### src/eepp_pkg.sv
`default_nettype none
package eepp_pkg;

   localparam int MAX_NAME_LEN_DEF = 63;

   localparam int OP_W   = 10;
   localparam int SEQ_W  = 63;
   localparam int NLEN_W = 6;

   localparam logic [OP_W-1:0] OP_LIMIT = 10'd99;

   // literal selectors
   localparam logic [1:0] LIT_OPEN = 2'd0;
   localparam logic [1:0] LIT_SKEY = 2'd1;
   localparam logic [1:0] LIT_OKEY = 2'd2;
   localparam logic [1:0] LIT_NULL = 2'd3;

   typedef struct packed {
      logic              accepted;
      logic [OP_W-1:0]   op_value;
      logic              sequence_present;
      logic [SEQ_W-1:0]  sequence_value;
      logic              name_present;
      logic [NLEN_W-1:0] name_length;
   } eepp_result_type;

   function automatic logic [2:0] lit_len(input logic [1:0] sel);
      logic [2:0] len;
      case (sel)
         LIT_OPEN: len = 3'd5;
         LIT_SKEY: len = 3'd5;
         LIT_OKEY: len = 3'd6;
         LIT_NULL: len = 3'd4;
         default:  len = 3'd4;
      endcase
      return len;
   endfunction

   function automatic logic [7:0] lit_char(input logic [1:0] sel, input logic [2:0] pos);
      logic [7:0] ch;
      ch = 8'h00;
      case (sel)
         LIT_OPEN: begin
            case (pos)
               3'd0:    ch = "{";
               3'd1:    ch = "\"";
               3'd2:    ch = "t";
               3'd3:    ch = "\"";
               3'd4:    ch = ":";
               default: ch = 8'h00;
            endcase
         end
         LIT_SKEY: begin
            case (pos)
               3'd0:    ch = ",";
               3'd1:    ch = "\"";
               3'd2:    ch = "s";
               3'd3:    ch = "\"";
               3'd4:    ch = ":";
               default: ch = 8'h00;
            endcase
         end
         LIT_OKEY: begin
            case (pos)
               3'd0:    ch = ",";
               3'd1:    ch = "\"";
               3'd2:    ch = "o";
               3'd3:    ch = "p";
               3'd4:    ch = "\"";
               3'd5:    ch = ":";
               default: ch = 8'h00;
            endcase
         end
         LIT_NULL: begin
            case (pos)
               3'd0:    ch = "n";
               3'd1:    ch = "u";
               3'd2:    ch = "l";
               3'd3:    ch = "l";
               default: ch = 8'h00;
            endcase
         end
         default: ch = 8'h00;
      endcase
      return ch;
   endfunction

endpackage
`default_nettype wire

### src/eepp_req_if.sv
`default_nettype none
interface eepp_req_if;
   logic       valid;
   logic       ready;
   logic [7:0] payload_byte;
   logic       last_byte;

   modport source (output valid, output payload_byte, output last_byte, input ready);
   modport sink   (input valid, input payload_byte, input last_byte, output ready);
endinterface
`default_nettype wire

### src/eepp_rsp_if.sv
`default_nettype none
interface eepp_rsp_if;
   logic                        valid;
   logic                        ready;
   logic                        accepted;
   logic [eepp_pkg::OP_W-1:0]   op_value;
   logic                        sequence_present;
   logic [eepp_pkg::SEQ_W-1:0]  sequence_value;
   logic                        name_present;
   logic [eepp_pkg::NLEN_W-1:0] name_length;

   modport source (output valid, output accepted, output op_value, output sequence_present,
                   output sequence_value, output name_present, output name_length,
                   input ready);
   modport sink   (input valid, input accepted, input op_value, input sequence_present,
                   input sequence_value, input name_present, input name_length,
                   output ready);
endinterface
`default_nettype wire

### src/eepp_parser.sv
`default_nettype none
module eepp_parser #(
   parameter int MAX_NAME_LEN = eepp_pkg::MAX_NAME_LEN_DEF
) (
   input  wire logic                    clock,
   input  wire logic                    reset,
   input  wire logic                    in_fire,
   input  wire logic [7:0]              in_byte,
   input  wire logic                    in_last,
   output eepp_pkg::eepp_result_type    result
);

   localparam int CNT_W = $clog2(MAX_NAME_LEN + 1);
   localparam logic [CNT_W-1:0] CNT_MAX = CNT_W'(MAX_NAME_LEN);

   localparam logic [3:0] PH_PREFIX     = 4'd0;
   localparam logic [3:0] PH_NAME_START = 4'd1;
   localparam logic [3:0] PH_NAME_NULL  = 4'd2;
   localparam logic [3:0] PH_NAME_BODY  = 4'd3;
   localparam logic [3:0] PH_SKEY       = 4'd4;
   localparam logic [3:0] PH_SEQ_START  = 4'd5;
   localparam logic [3:0] PH_SEQ_NULL   = 4'd6;
   localparam logic [3:0] PH_SEQ_DIGITS = 4'd7;
   localparam logic [3:0] PH_OPKEY      = 4'd8;
   localparam logic [3:0] PH_OP_FIRST   = 4'd9;
   localparam logic [3:0] PH_OP_DIGITS  = 4'd10;
   localparam logic [3:0] PH_TAIL       = 4'd11;
   localparam logic [3:0] PH_REJECT     = 4'd12;

   logic [3:0]                 phase_ff, phase_in;
   logic [2:0]                 pos_ff, pos_in;
   logic [eepp_pkg::SEQ_W-1:0] seq_ff, seq_in;
   logic [eepp_pkg::OP_W-1:0]  op_ff, op_in;
   logic [CNT_W-1:0]           cnt_ff, cnt_in;
   logic                       sflag_ff, sflag_in;
   logic                       nflag_ff, nflag_in;

   logic       is_digit, is_name;
   logic [3:0] digit;
   logic [eepp_pkg::SEQ_W+3:0] seq_next;
   logic [eepp_pkg::OP_W-1:0]  op_next;
   logic       lit_act;
   logic [1:0] lit_sel;
   logic [2:0] lit_pos;
   logic [3:0] lit_next;
   logic [CNT_W+eepp_pkg::NLEN_W-1:0] cnt_ext;

   assign is_digit = (in_byte >= "0") && (in_byte <= "9");
   assign is_name  = ((in_byte >= "A") && (in_byte <= "Z")) || (in_byte == "_") || is_digit;
   assign digit    = in_byte[3:0];

   // acc * 10 + d as shift-add; anything above bit 62 is an overflow
   assign seq_next = ({4'b0, seq_ff} << 3) + ({4'b0, seq_ff} << 1)
                   + {{(eepp_pkg::SEQ_W){1'b0}}, digit};
   assign op_next  = {op_ff[6:0], 3'b0} + {op_ff[8:0], 1'b0} + {6'b0, digit};

   always_comb begin
      phase_in = phase_ff;
      pos_in   = pos_ff;
      seq_in   = seq_ff;
      op_in    = op_ff;
      cnt_in   = cnt_ff;
      sflag_in = sflag_ff;
      nflag_in = nflag_ff;
      lit_act  = 1'b0;
      lit_sel  = eepp_pkg::LIT_OPEN;
      lit_pos  = pos_ff;
      lit_next = PH_NAME_START;

      case (phase_ff)
         PH_PREFIX: begin
            lit_act = 1'b1;
         end
         PH_NAME_START: begin
            if (in_byte == "n") begin
               pos_in   = 3'd1;
               phase_in = PH_NAME_NULL;
            end else if (in_byte == "\"") begin
               nflag_in = 1'b1;
               cnt_in   = '0;
               phase_in = PH_NAME_BODY;
            end else begin
               phase_in = PH_REJECT;
            end
         end
         PH_NAME_NULL: begin
            lit_act  = 1'b1;
            lit_sel  = eepp_pkg::LIT_NULL;
            lit_next = PH_SKEY;
         end
         PH_NAME_BODY: begin
            if (is_name) begin
               if (cnt_ff >= CNT_MAX) phase_in = PH_REJECT;
               else                   cnt_in   = cnt_ff + 1'b1;
            end else if ((in_byte == "\"") && (cnt_ff != '0)) begin
               phase_in = PH_SKEY;
            end else begin
               phase_in = PH_REJECT;
            end
         end
         PH_SKEY: begin
            lit_act  = 1'b1;
            lit_sel  = eepp_pkg::LIT_SKEY;
            lit_next = PH_SEQ_START;
         end
         PH_SEQ_START: begin
            if (in_byte == "n") begin
               pos_in   = 3'd1;
               phase_in = PH_SEQ_NULL;
            end else if (is_digit) begin
               sflag_in = 1'b1;
               seq_in   = {{(eepp_pkg::SEQ_W-4){1'b0}}, digit};
               phase_in = PH_SEQ_DIGITS;
            end else begin
               phase_in = PH_REJECT;
            end
         end
         PH_SEQ_NULL: begin
            lit_act  = 1'b1;
            lit_sel  = eepp_pkg::LIT_NULL;
            lit_next = PH_OPKEY;
         end
         PH_SEQ_DIGITS: begin
            if (is_digit) begin
               if (|seq_next[eepp_pkg::SEQ_W+3:eepp_pkg::SEQ_W]) phase_in = PH_REJECT;
               else seq_in = seq_next[eepp_pkg::SEQ_W-1:0];
            end else begin
               // this byte already opens the op key
               phase_in = PH_OPKEY;
               lit_act  = 1'b1;
               lit_sel  = eepp_pkg::LIT_OKEY;
               lit_pos  = 3'd0;
               lit_next = PH_OP_FIRST;
            end
         end
         PH_OPKEY: begin
            lit_act  = 1'b1;
            lit_sel  = eepp_pkg::LIT_OKEY;
            lit_next = PH_OP_FIRST;
         end
         PH_OP_FIRST: begin
            if (is_digit) begin
               op_in    = {6'b0, digit};
               phase_in = PH_OP_DIGITS;
            end else begin
               phase_in = PH_REJECT;
            end
         end
         PH_OP_DIGITS: begin
            if (is_digit) begin
               if (op_ff > eepp_pkg::OP_LIMIT) phase_in = PH_REJECT;
               else                            op_in    = op_next;
            end else begin
               phase_in = PH_TAIL;
            end
         end
         PH_TAIL: begin
         end
         PH_REJECT: begin
         end
         default: begin
            phase_in = PH_REJECT;
         end
      endcase

      if (lit_act) begin
         if ((lit_pos >= eepp_pkg::lit_len(lit_sel)) ||
             (eepp_pkg::lit_char(lit_sel, lit_pos) != in_byte)) begin
            phase_in = PH_REJECT;
         end else if ((lit_pos + 3'd1) == eepp_pkg::lit_len(lit_sel)) begin
            pos_in   = 3'd0;
            phase_in = lit_next;
         end else begin
            pos_in   = lit_pos + 3'd1;
         end
      end
   end

   assign cnt_ext = {{(eepp_pkg::NLEN_W){1'b0}}, cnt_in};

   always_comb begin
      result = '0;
      if ((phase_in == PH_OP_DIGITS) || (phase_in == PH_TAIL)) begin
         result.accepted         = 1'b1;
         result.op_value         = op_in;
         result.sequence_present = sflag_in;
         result.sequence_value   = sflag_in ? seq_in : '0;
         result.name_present     = nflag_in;
         result.name_length      = nflag_in ? cnt_ext[eepp_pkg::NLEN_W-1:0] : '0;
      end
   end

   always_ff @(posedge clock) begin
      if (reset || (in_fire && in_last)) begin
         phase_ff <= PH_PREFIX;
         pos_ff   <= '0;
         seq_ff   <= '0;
         op_ff    <= '0;
         cnt_ff   <= '0;
         sflag_ff <= 1'b0;
         nflag_ff <= 1'b0;
      end else if (in_fire) begin
         phase_ff <= phase_in;
         pos_ff   <= pos_in;
         seq_ff   <= seq_in;
         op_ff    <= op_in;
         cnt_ff   <= cnt_in;
         sflag_ff <= sflag_in;
         nflag_ff <= nflag_in;
      end
   end

   a_name_bound: assert property (@(posedge clock) disable iff (reset)
      cnt_ff <= CNT_MAX)
      else $error("name counter above limit");

   a_op_bound: assert property (@(posedge clock) disable iff (reset)
      op_ff <= 10'd999)
      else $error("op accumulator above 999");

   a_restart: assert property (@(posedge clock) disable iff (reset)
      (in_fire && in_last) |=> (phase_ff == PH_PREFIX) && (pos_ff == 3'd0) && !sflag_ff)
      else $error("parser not back at start after last byte");

   a_reject_sticky: assert property (@(posedge clock) disable iff (reset)
      (phase_ff == PH_REJECT && in_fire && !in_last) |=> (phase_ff == PH_REJECT))
      else $error("rejected payload resumed parsing");

endmodule
`default_nettype wire

### src/eepp_rsp_buffer.sv
`default_nettype none
module eepp_rsp_buffer (
   input  wire logic                      clock,
   input  wire logic                      reset,
   input  wire logic                      push,
   input  wire eepp_pkg::eepp_result_type push_data,
   output logic                           full,
   output logic                           out_valid,
   input  wire logic                      out_ready,
   output eepp_pkg::eepp_result_type      out_data
);

   logic                      out_valid_ff;
   logic                      skid_valid_ff;
   eepp_pkg::eepp_result_type out_ff;
   eepp_pkg::eepp_result_type skid_ff;
   logic                      out_take;

   assign out_take  = !out_valid_ff || out_ready;
   assign full      = skid_valid_ff;
   assign out_valid = out_valid_ff;
   assign out_data  = out_ff;

   always_ff @(posedge clock) begin
      if (reset) begin
         out_valid_ff  <= 1'b0;
         skid_valid_ff <= 1'b0;
      end else if (out_take) begin
         if (skid_valid_ff) begin
            out_valid_ff  <= 1'b1;
            skid_valid_ff <= 1'b0;
         end else begin
            out_valid_ff  <= push;
         end
      end else if (push) begin
         skid_valid_ff <= 1'b1;
      end
   end

   always_ff @(posedge clock) begin
      if (out_take) begin
         out_ff <= skid_valid_ff ? skid_ff : push_data;
      end else if (push) begin
         skid_ff <= push_data;
      end
   end

   a_skid_behind_out: assert property (@(posedge clock) disable iff (reset)
      skid_valid_ff |-> out_valid_ff)
      else $error("skid entry held without an output entry");

   a_skid_drain: assert property (@(posedge clock) disable iff (reset)
      (skid_valid_ff && out_ready) |=> (out_valid_ff && !skid_valid_ff && out_ff == $past(skid_ff)))
      else $error("skid entry lost on drain");

endmodule
`default_nettype wire

### src/event_envelope_prefix_parser_core.sv
// The result of a payload is registered onto rsp_chan, via its skid entry while rsp_chan is stalled.
// One byte per cycle while req_chan.ready is high; parser state and result update in a single pass.
// req_chan.ready drops only while both the result register and its skid entry are occupied.
// Reset: synchronous, active high; clears parser state and both result valid flags.
// Payload registers hold whatever they last loaded and need no reset.
`default_nettype none
module event_envelope_prefix_parser_core #(
   parameter int MAX_NAME_LEN = eepp_pkg::MAX_NAME_LEN_DEF
) (
   input  wire logic  clock,
   input  wire logic  reset,
   eepp_req_if.sink   req_chan,
   eepp_rsp_if.source rsp_chan
);

   logic                      req_fire;
   logic                      skid_full;
   eepp_pkg::eepp_result_type parse_result;
   eepp_pkg::eepp_result_type rsp_data;

   // Hold off new bytes only when the skid entry is taken; a waiting result
   // does not stall the byte stream.
   assign req_chan.ready = !skid_full;
   assign req_fire       = req_chan.valid && req_chan.ready;

   // Advance the parser on every byte transfer; the result is formed from the
   // post-byte state and is only meaningful on the last byte.
   eepp_parser #(
      .MAX_NAME_LEN (MAX_NAME_LEN)
   ) u_parser (
      .clock   (clock),
      .reset   (reset),
      .in_fire (req_fire),
      .in_byte (req_chan.payload_byte),
      .in_last (req_chan.last_byte),
      .result  (parse_result)
   );

   // Register the result, with one skid entry so a stalled sink does not
   // block the next payload's bytes.
   eepp_rsp_buffer u_rsp_buffer (
      .clock     (clock),
      .reset     (reset),
      .push      (req_fire && req_chan.last_byte),
      .push_data (parse_result),
      .full      (skid_full),
      .out_valid (rsp_chan.valid),
      .out_ready (rsp_chan.ready),
      .out_data  (rsp_data)
   );

   assign rsp_chan.accepted         = rsp_data.accepted;
   assign rsp_chan.op_value         = rsp_data.op_value;
   assign rsp_chan.sequence_present = rsp_data.sequence_present;
   assign rsp_chan.sequence_value   = rsp_data.sequence_value;
   assign rsp_chan.name_present     = rsp_data.name_present;
   assign rsp_chan.name_length      = rsp_data.name_length;

endmodule
`default_nettype wire
### src/flat_wrapper.sv
// flat-port wrapper written by rule: the top's interface ports become plain ports
module event_envelope_prefix_parser_core_flat 
#(
   parameter int MAX_NAME_LEN = eepp_pkg::MAX_NAME_LEN_DEF
)
  (clock, reset, req_chan_valid, req_chan_payload_byte, req_chan_last_byte, req_chan_ready, rsp_chan_valid, rsp_chan_accepted, rsp_chan_op_value, rsp_chan_sequence_present, rsp_chan_sequence_value, rsp_chan_name_present, rsp_chan_name_length, rsp_chan_ready);
  eepp_req_if req_chan_i ();
  eepp_rsp_if rsp_chan_i ();
  input  wire logic clock;
  input  wire logic reset;
  input wire logic [$bits(req_chan_i.valid)-1:0] req_chan_valid;
  input wire logic [$bits(req_chan_i.payload_byte)-1:0] req_chan_payload_byte;
  input wire logic [$bits(req_chan_i.last_byte)-1:0] req_chan_last_byte;
  output wire logic [$bits(req_chan_i.ready)-1:0] req_chan_ready;
  output wire logic [$bits(rsp_chan_i.valid)-1:0] rsp_chan_valid;
  output wire logic [$bits(rsp_chan_i.accepted)-1:0] rsp_chan_accepted;
  output wire logic [$bits(rsp_chan_i.op_value)-1:0] rsp_chan_op_value;
  output wire logic [$bits(rsp_chan_i.sequence_present)-1:0] rsp_chan_sequence_present;
  output wire logic [$bits(rsp_chan_i.sequence_value)-1:0] rsp_chan_sequence_value;
  output wire logic [$bits(rsp_chan_i.name_present)-1:0] rsp_chan_name_present;
  output wire logic [$bits(rsp_chan_i.name_length)-1:0] rsp_chan_name_length;
  input wire logic [$bits(rsp_chan_i.ready)-1:0] rsp_chan_ready;
  assign req_chan_i.valid = req_chan_valid;
  assign req_chan_i.payload_byte = req_chan_payload_byte;
  assign req_chan_i.last_byte = req_chan_last_byte;
  assign req_chan_ready = req_chan_i.ready;
  assign rsp_chan_valid = rsp_chan_i.valid;
  assign rsp_chan_accepted = rsp_chan_i.accepted;
  assign rsp_chan_op_value = rsp_chan_i.op_value;
  assign rsp_chan_sequence_present = rsp_chan_i.sequence_present;
  assign rsp_chan_sequence_value = rsp_chan_i.sequence_value;
  assign rsp_chan_name_present = rsp_chan_i.name_present;
  assign rsp_chan_name_length = rsp_chan_i.name_length;
  assign rsp_chan_i.ready = rsp_chan_ready;
  event_envelope_prefix_parser_core #(.MAX_NAME_LEN(MAX_NAME_LEN)) u_core (.clock(clock), .reset(reset), .req_chan(req_chan_i), .rsp_chan(rsp_chan_i));
endmodule
### config.mk
export PLATFORM = sky130hd
export DESIGN_NAME = event_envelope_prefix_parser_core_flat
export DESIGN_NICKNAME = d
export VERILOG_FILES = /design/src/eepp_pkg.sv /design/src/eepp_req_if.sv /design/src/eepp_rsp_if.sv /design/src/eepp_parser.sv /design/src/eepp_rsp_buffer.sv /design/src/event_envelope_prefix_parser_core.sv /design/src/flat_wrapper.sv
export SDC_FILE = /design/constraint.sdc
export NUM_CORES = 1
export LEC_CHECK = 0
export BUFFER_PORTS_ARGS = -buffer_cell sky130_fd_sc_hd__clkbuf_2
export CORE_UTILIZATION = 60
export DETAILED_ROUTE_END_ITERATION = 8
export PLACE_DENSITY = 0.79
export RECOVER_POWER = 50
export REMOVE_ABC_BUFFERS = 1
export SETUP_SLACK_MARGIN = 0.02
export SLEW_MARGIN = 20
export SYNTH_ARGS = -nofsm -noshare
export SYNTH_HDL_FRONTEND = slang
export SYNTH_SLANG_ARGS = --single-unit
### constraint.sdc
create_clock -name clock -period 10.9 [get_ports clock]
set_input_delay 0.545 -clock clock [delete_from_list [all_inputs] [get_ports clock]]
set_output_delay 0.545 -clock clock [all_outputs]
set_load 0.03 [all_outputs]
==> impl_results.md <==
* Status: complete, but fails checks
* Violated checks: max-capacitance violations, max-slew violations
* Clock Latency Late Sink at 0.57 ns
* Clk pwr share at 43.4%
* # hold bufs at CTS at 0
* Clock Tree Buf Depth at 3
* Iter 0 DRT Violations at 1349
* GRT Util Overall at 31.2%
* Final Net Count at 2089
* Maximum vdd drop at 0.115 mV
* Sw frac at 25.2%
* Unique masters post-synth at 85
* Combinational share of power at 7.9%
* Worst Path Max Fanout at 84
* Min-delay src: reset
* Critical path type: flip-flop to flip-flop
* # fillers at 2287
* Setup TNS Final at 0 ns
* Total power at 2170 µW
* CORE AREA at 27900 µm²
* Worst path required time at 11.15 ns
* CTS Root Cell: clkbuf_16
* Drt wl/cell at 19.7 µm
* # IOs at 97
* PwrDens at 118 nW/µm²
* MaxCap Viol Count at 6
* Number of vias per cell at 6.44
* Drt total wl at 45.7 mm
* Setup violators final at 0
* Tmin final at 7.28 ns
* Synth Flop Type: edfxtp_1
* Slew Limit Fails at 342
* Worst R2R Start: u_core.u_rsp_buffer.full
* Synth async-reset ratio at 0%
* Yosys reg bits at 254
* ANT cells at 0
* Commonest non-fill, non-tap cell in the layout: nand2_1
* Cells after synthesis at 1912
* YS warnings at 0
* Clock Sinks at 254
* Crit path DAT at 7.53 ns
* Slew Limit Headroom at -186%
* Post-DP HPWL at 32.3 mm
* Final worst path period share at 66.8%
* PortBufs at 96
* Share of cells above drive strength 1 at 5.45%
* Die ar. at 29100 µm²
* DIE HEIGHT at 171 µm
* Remaining antenna violation count at 0
* Post-CTS Setup Inserts at 0
* Post-synthesis sequential area ratio at 39.4%
* Critical Path Sink Type: flip-flop
* Grt total ovfl at 0
* First-pass iteration count of the detailed router at 6
* Worst slew pin tran at 4.29 ns
* F_max at 0.137 GHz
* CTS Buf Count at 27
* Hold Fails Final Rpt at 0
* TritonCTS clock tree: yes
* Sequential power share at 48.7%
* H-tree levels at 1
* Largest net degree at the start of global routing at 85
* Residual DRC count at 0
* Die W at 171 µm
* Antenna violations before repair at 0
* GP Congestion at 0.995
* Post-cts sizing count at 0
* Clock transition at path regs at 0.07 ns
* Internal at 1630 µW
* # rows at 61
* Sw Pwr at 547 µW
* Via count at 15000
* Worst Clk Skew at 0.0228 ns
* Starting density of the core at 61.3%
* RSZ-0062 raised after global routing: no
* Number of global-route vias before repair at 13900
* Commonest non-fill, non-tap cells in the layout: nand2_1 (207), nor2_1 (199), a21oi_1 (164), edfxtp_1 (164), ha_1 (148)
* Syn_area_per_cell at 8.93 µm²
* HP Class: input pin to flip-flop
* Area delta synth->final at 7.88%
* Startpoint Class: flip-flop
* CP Launch Point: u_core.u_rsp_buffer.full
* Post-synth EDFFs at 164
* First-pass GRT wire length at 73.3 mm
* Static Leak at 0.00703 µW
* Cell area after synthesis at 17100 µm²
[cells in the mapped netlist (all sizes together), types with 5 or more instances]
library cell	n	area [µm²]
a32oi	9	78.8
o22ai	9	56.3
or3	9	56.3
and4	5	43.8
nand3	41	205
a21o	32	240
dfxtp	90	1800
nand2b	20	125
buf	42	218
o41ai	9	124
a221oi	6	52.6
edfxtp	164	4920
o31ai	20	155
o21bai	12	90.1
a211oi	40	305
nor4	7	43.8
nor2	202	761
xor2	28	245
nor3	34	170
o2111ai	6	52.6
nand2	208	783
nor3b	7	67.6
and3	8	50.1
xnor2	50	438
clkbuf	85	319
or2	7	43.8
nand4	22	138
ha	148	1850
o211ai	13	97.6
inv	46	173
a21oi	164	821
a31oi	19	119
and2	14	87.6
mux2i	8	80.1
nor2b	23	144
a22oi	68	515
o21a	14	105
o21ai	151	756
[layer usage]
metal	part of all wire, %	global-route usage [%]	routed length [µm]
met1	45	43.2	20600
met2	45	50.4	20800
met3	6.0	3.31	2730
met4	3.5	11.2	1600
met5	0	0	0
[final cells by class]
type,count,area [µm²],share of cell area [%]
timing repair buffer,110,467,2.53
multi-input combinational,1485,9660,52.5
inverter,46,173,0.938
sequential,254,6730,36.5
clock buffer,28,679,3.69
tap,378,473,2.57
clock inverter,22,233,1.26
[state kept, by name (all words and copies together) (netlist names), 3 cells and up]
name                          cells
u_core.u_parser.cnt_ff            6
u_core.u_parser.op_ff            10
u_core.u_parser.phase_ff          4
u_core.u_parser.pos_ff            3
u_core.u_parser.seq_ff           63
u_core.u_rsp_buffer.out_data     82
u_core.u_rsp_buffer.skid_ff      82
[worst paths after layout]
check | end | slack (ns) | cells past startpoint
setup / recovery | u_core.u_parser.seq_ff[56] | 3.62 | 6
hold / removal | u_core.u_rsp_buffer.full | 0.18 | 2
setup reg to reg | u_core.u_parser.seq_ff[56] | 3.62 | 6
hold reg to reg | u_core.u_parser.pos_ff[1] | 0.46 | 2
[critical path, stage by stage, from the launching register on]
cell and delay (ns):
dfxtp_1 1.00, nor2b_4 0.30, clkbuf_1 1.91, nand2_1 0.29
nand2b_2 0.16, clkbuf_1 2.97, nor2_1 0.21
[logic make-up (layout without fill, tap and decap cells)]
family	after synthesis	after routing	synth area share, %
AND/OR/NAND/NOR	622	622	16.8
flip-flops	254	254	39.4
multiplexers	8	8	0.469
AO/OA/AOI/OAI	625	625	23.8
XOR/XNOR	78	78	4.00
buffers and inverters	173	206	4.16
adder cells (fa/ha/maj)	152	152	11.3
[metrics by stage]
step                setup WS (ns)  cells  cell area [µm²]  hold slack, ns  util (%)
floorplan                    1.85   1785            16500           0.427         -
global placement             5.14   2273            17600           0.443      63.3
detailed placement           4.88   2273            17600           0.454      63.3
CTS                          5.29   2323            18600           0.158      66.6
global route                 3.06   2323            18400           0.189      66.1
finish                       3.62   2323            18400           0.185      66.1
[power by group through the flow]
stage                     registers [µW]  clock network [µW]  logic [µW]
final                               1060                 944         171
after global routing                1060                 989         187
after global placement              1080                   0         168
after detailed placement            1080                   0         172
after floorplan                     1100                   0        98.7
after CTS                           1060                 959         173
(Power assumes the default switching activity.)
